**src/hw/rtl/sraf_pkg.sv**
```systemverilog
// ----------------------------------------------------------------------------
// sraf_pkg: section address translation package
// Shared types and constants for the section rva to file offset block.
// ----------------------------------------------------------------------------
`default_nettype none

package sraf_pkg;

  // action codes
  localparam logic ACT_LOAD  = 1'b0;
  localparam logic ACT_QUERY = 1'b1;

  // fixed constants
  localparam logic [31:0] MISS_OFFSET = 32'hFFFF_FFFF;
  localparam logic [31:0] ADDR_LIMIT  = 32'h7FFF_FFFF;
  localparam int          COUNT_W     = 7;
  localparam int          ENTRY_W     = 96;

  // one input transaction
  typedef struct packed {
    logic        action;
    logic [5:0]  entry_index;
    logic [31:0] region_start;
    logic [31:0] region_size;
    logic [31:0] region_file_position;
    logic [31:0] query_address;
  } command_t;

  // one result transaction
  typedef struct packed {
    logic        found;
    logic [31:0] file_offset;
    logic [5:0]  match_index;
  } result_t;

  // one stored table entry
  typedef struct packed {
    logic [31:0] start;
    logic [31:0] size;
    logic [31:0] position;
  } entry_t;

  // compare pipeline status toward the controller
  typedef struct packed {
    logic        done;
    logic        found;
    logic [31:0] file_offset;
    logic [5:0]  match_index;
  } match_t;

endpackage

`default_nettype wire

```
**src/hw/rtl/sraf_match.sv**
```systemverilog
// ----------------------------------------------------------------------------
// sraf_match: entry compare pipeline
// Two stages: end address and delta, then range check and file offset.
// ----------------------------------------------------------------------------
`default_nettype none

module sraf_match (
  input  wire logic                                clk,
  input  wire logic                                rst,
  input  wire logic                                flush,
  input  wire logic                                in_valid,
  input  wire logic [sraf_pkg::COUNT_W-1:0]        in_idx,
  input  wire sraf_pkg::entry_t                    entry,
  input  wire logic [31:0]                         query_address,
  input  wire logic [sraf_pkg::COUNT_W-1:0]        last_idx,
  output sraf_pkg::match_t                         status
);

  logic                              valid;
  logic [sraf_pkg::COUNT_W-1:0]      idx;
  logic [31:0]                       start;
  logic [31:0]                       stop;
  logic [31:0]                       delta;
  logic [31:0]                       position;
  logic                              hit;
  logic                              last;

  // stage one control
  always_ff @(posedge clk) begin
    if (rst || flush) begin
      valid <= 1'b0;
    end else begin
      valid <= in_valid;
    end
  end

  // stage one: region end and distance from start
  always_ff @(posedge clk) begin
    idx      <= in_idx;
    start    <= entry.start;
    stop     <= entry.start + entry.size;
    delta    <= query_address - entry.start;
    position <= entry.position;
  end

  // stage two: inclusive range check in either order
  always_comb begin
    hit  = ((query_address <= start) && (query_address >= stop)) ||
           ((query_address >= start) && (query_address <= stop));
    last = (idx == last_idx);
    status.done        = valid && (hit || last);
    status.found       = hit;
    status.file_offset = hit ? (delta + position) : sraf_pkg::MISS_OFFSET;
    status.match_index = hit ? idx[5:0] : 6'd0;
  end

endmodule

`default_nettype wire

```
**config.mk**
```make
export PLATFORM = sky130hd
export DESIGN_NAME = sraf_match
export DESIGN_NICKNAME = d
export VERILOG_FILES = /design/src/hw/rtl/sraf_pkg.sv /design/src/hw/rtl/sraf_match.sv
export SDC_FILE = /design/constraint.sdc
export NUM_CORES = 1
export LEC_CHECK = 0
export BUFFER_PORTS_ARGS = -buffer_cell sky130_fd_sc_hd__buf_4
export CAP_MARGIN = 40
export CELL_PAD_IN_SITES_DETAIL_PLACEMENT = 0
export CELL_PAD_IN_SITES_GLOBAL_PLACEMENT = 1
export CORE_ASPECT_RATIO = 1.75
export CORE_UTILIZATION = 43
export CTS_BUF_LIST = sky130_fd_sc_hd__clkbuf_8
export CTS_CLUSTER_DIAMETER = 30
export DETAILED_ROUTE_END_ITERATION = 12
export GPL_TIMING_DRIVEN = 0
export HOLD_SLACK_MARGIN = 0.06
export PLACE_DENSITY_LB_ADDON = 0.1
export SLEW_MARGIN = 20
export SYNTH_ARGS = -nofsm -noshare
export SYNTH_HDL_FRONTEND = slang
export SYNTH_SLANG_ARGS = --single-unit
```
**constraint.sdc**
```tcl
create_clock -name clk -period 3.9 [get_ports clk]
set_input_delay 0.585 -clock clk [delete_from_list [all_inputs] [get_ports clk]]
set_output_delay 0.585 -clock clk [all_outputs]
set_load 0.02 [all_outputs]
```
==> PnR_summary.wiki <==
{| class="wikitable"
! Metric !! Value
|-
| Adder-Cell Fraction of Synth Area || 0.213
|-
| Compound-Gate Fraction of Synth Area || 0.226
|-
| Antenna violations before repair || 0
|-
| Path type of the worst setup path || register to primary output
|-
| Number of buffer and inverter instances along the worst setup path || 3
|-
| Die Footprint || 22700 sq um
|-
| Share of post-route cells with drive strength above 1 || 0.200
|-
| Worst Tran Pin Value || just over 0.7 ns
|-
| Required time of the worst setup path || around 3.3 ns
|-
| FFs w/ async S/R, synth || 0
|-
| Area occupied by registers || 2720 sq um
|-
| Flip-flop and latch count after synthesis || ~140
|-
| Deepest clock path buffer count || 2
|-
| Synthesized-area fraction occupied by and/or/nand/nor cells || 0.136
|-
| # diodes || 0
|-
| Series of cell instances along the critical path || ha_4 -> inv_1 -> fa_2 -> nor2b_4 -> o31ai_4 -> a211oi_2 -> o21ai_2 -> o31ai_2 -> buf_4 -> a311oi_2 -> a21oi_1 -> xnor2_1 -> nand2_1 -> buf_4
|-
| Yosys synthesis warning count || 0
|-
| Sinks on Clock Net || between 100 and 150
|-
| Standard-cell rows || 71
|-
| Final-report max-slew violation count || 0
|-
| Hold WC Path Type || input port to register
|-
| Final setup slack of the worst path || a little over 0.2 ns
|-
| IO Port Bufs || 185
|-
| Final number of hold-violating endpoints || 0
|-
| Routed WL || approximately 25000 um
|-
| Post-route fraction of the period consumed by the critical path || 0.948
|-
| Iter 0 DRT Violations || about 300
|-
| Wire length of the first global-routing pass || 40100 um
|-
| Worst-case headroom to the max-slew limit || 0.522
|-
| Area Growth Syn to Fin || 25.3%
|-
| Final standard cell utilization of the core || 0.551
|-
| Vias per inst || 5.24
|-
| Area of the multi-input gates || about 6400 sq um
|-
| Core area || between 20000 and 25000 sq um
|-
| Number of nets with antenna violations after routing || 0
|-
| Floorplan die width || 114 um
|-
| Static leakage || 5.89 nW
|-
| Slowest cell delay on critical path || 0.36 ns
|-
| Post-synthesis cell type with the largest combined area || dfxtp_1
|-
| Main flop type after synthesis || dfxtp_1
|-
| Detailed placement HPWL || between 20000 and 25000 um
|-
| Type of element capturing the critical path || primary output
|-
| Clock input transition at the sequential cells of the worst setup and hold paths || ~0.09 ns
|-
| Initial core utilization || 0.440
|-
| Multiplexer area fraction after synthesis || 0.00105
|-
| Ranking of synthesized cells by area || dfxtp_1, ha_1, a21oi_1
|-
| Hold buffer count at CTS || 0
|-
| CTS tree || done
|-
| Netlist area before placement || between 9000 and 10000 sq um
|-
| Fillers || around 2.2k
|-
| Post-synthesis cell type count || between 60 and 70
|-
| Dominant combinational cell family by area after synthesis || compound AO/OA/AOI/OAI gates
|-
| Critical Path Source Type || register
|-
| Total nets after synthesis || 1420
|-
| Final setup violation count || 0
|-
| Outcome || finished, final reports clean
|-
| Count of unresolved DRC violations after routing || 0
|-
| Commonest cells after routing, fill and taps aside || buf_4, ha_1, dfxtp_1
|-
| Number of global-route vias before repair || ~8.5k
|-
| Min cycle time layout || about 3.7 ns
|-
| Final Net Count || around 1.6k
|-
| Via count || 8520
|-
| Data arrival time of the critical path || approximately 3.1 ns
|-
| Share of the synthesized netlist area taken by xor and xnor gates || 0.0802
|-
| Total power per unit cell area || between 400 and 500 nW/um^2
|-
| Cell class contributing the biggest share of worst-path delay || compound AO/OA/AOI/OAI gates
|-
| Top-level I/O count || 186
|-
| Worst path slowest cell || dfxtp_2
|-
| Maximum number of pins on one net before global-route repair || 17
|-
| Synthesized instance count || ~1.1k
|-
| Post-place setup slack || -0.608 ns
|-
| Post-DR wirelength/cell || 15.4 um
|-
| Count of maximum capacitance violations || 0
|-
| Total Neg Setup Slack || 0 ns
|-
| GPL Wtd Cong || about 0.86
|-
| Number of optimization iterations in the first detailed-route pass || 6
|-
| Synthesized area per cell || 8.53 sq um
|-
| Most frequent cell on the critical path || buf_4
|-
| Total clock buffers created by CTS || 17
|-
| CTS root buf || clkbuf_8
|-
| Share of Yosys cell area claimed by the top area cell type || 0.287
|-
| Total routing resource utilization after global routing || 0.228
|-
| Total congestion overflow after global routing || 0
|-
| Highest ir drop seen on vdd || 0.000226 V
|-
| Most common library cell in the layout ignoring fill and taps || buf_4
|-
| Die Y || approximately 200 um
|-
| Fmax achieved || 271 MHz
|-
| Number of synthesized flops with an enable pin || 0
|-
| Level count of the clock H-tree || 4
|-
| Fraction of the yosys area taken by sequential cells || 0.287
|-
| Highest fanout seen on the critical path || 4
|}
synthesized netlist by cell type, types with 2 or more instances:
cell and n:
clkbuf_1 19, xnor2_1 51, o211ai_1 9, ha_1 157
o21a_1 19, o22ai_1 3, nand3_1 19, nor4_1 6
a21oi_1 102, xor2_1 36, a221o_1 2, o31a_1 3
o221ai_1 4, and3_1 10, nor2b_1 17, a31oi_1 11
nand2_1 77, or3_1 4, nor3_1 14, a211oi_1 13
o21ai_1 22, a2111oi_0 6, dfxtp_1 136, a21o_1 60
o31ai_1 5, a311o_1 3, or2_2 4, o21ai_0 35
o311ai_1 2, and2_1 9, a221oi_1 2, o21bai_1 6
a311oi_1 2, o2111ai_1 4, nor2_1 46, nand4_1 29
inv_1 123, nand2b_1 14, and4_1 4, fa_1 3
final cells by class:
| class | instances | area share |
|---|---|---|
| multi-input combinational | 835 | 0.539 |
| sequential | 136 | 0.229 |
| timing repair buffer | 190 | 0.120 |
| inverter | 123 | 0.0388 |
| tap | 292 | 0.0307 |
| clock buffer | 19 | 0.0220 |
| clock inverter | 13 | 0.0131 |
| buffer | 17 | 0.00767 |
kinds of logic (layout without fill, tap and decap cells):
kind of cell,after synthesis,after routing
adder cells (fa/ha/maj),160,160
AO/OA/AOI/OAI,329,329
buffers and inverters,143,362
XOR/XNOR,87,87
multiplexers,1,1
flip-flops,136,136
AND/OR/NAND/NOR,258,258
power breakdown:
group	leakage [nW]	internal [W]	switching, W
Combinational	4.53	0.00109	0.00136
Clock	0.212	0.000622	0.000629
Sequential	1.15	0.00157	0.0000664
Total	5.89	0.00328	0.00205
state kept, by name, summed over array words and instances, names as in the netlist:
register	flops
position	32
delta	32
stop	32
valid	1
idx	7
start	32
layer usage:
layer  share of wire  wire length [um]  up-vias  track usage
met5               0                 0        -            0
met2            0.56             14100      170        0.458
met1            0.38              9620     3914        0.227
met3           0.027               684       48       0.0293
li1                -                 -     4388            -
met4           0.028               705        0       0.0952
what timing repair did:
item,CTS,global route
gates resized for setup,21,32
cloned,0,0
hold endpoints to repair,0,0
pin swaps,2,7
setup endpoints to repair,39,30
setup buffers,1,4
worst paths after layout:
check / startpoint / endpoint / slack, ns / depth (start not counted)
max: delta[0]$_DFF_P_ / status[36] / 0.20 / 14
min: entry[27] / position[27]$_DFF_P_ / 0.21 / 1
metrics by stage:
step           std cells  hold WS, ns  power, W  area, sq um
2_1_floorplan       1114        0.613   0.00322         9500
3_3_place_gp        1591        0.690   0.00399        11300
3_5_place_dp        1591        0.691   0.00401        11300
4_1_cts             1621        0.184   0.00532        11700
5_1_grt             1625        0.192   0.00571        11900
6_report            1625        0.214   0.00533        11900
Power figures use the tool's default switching activity.
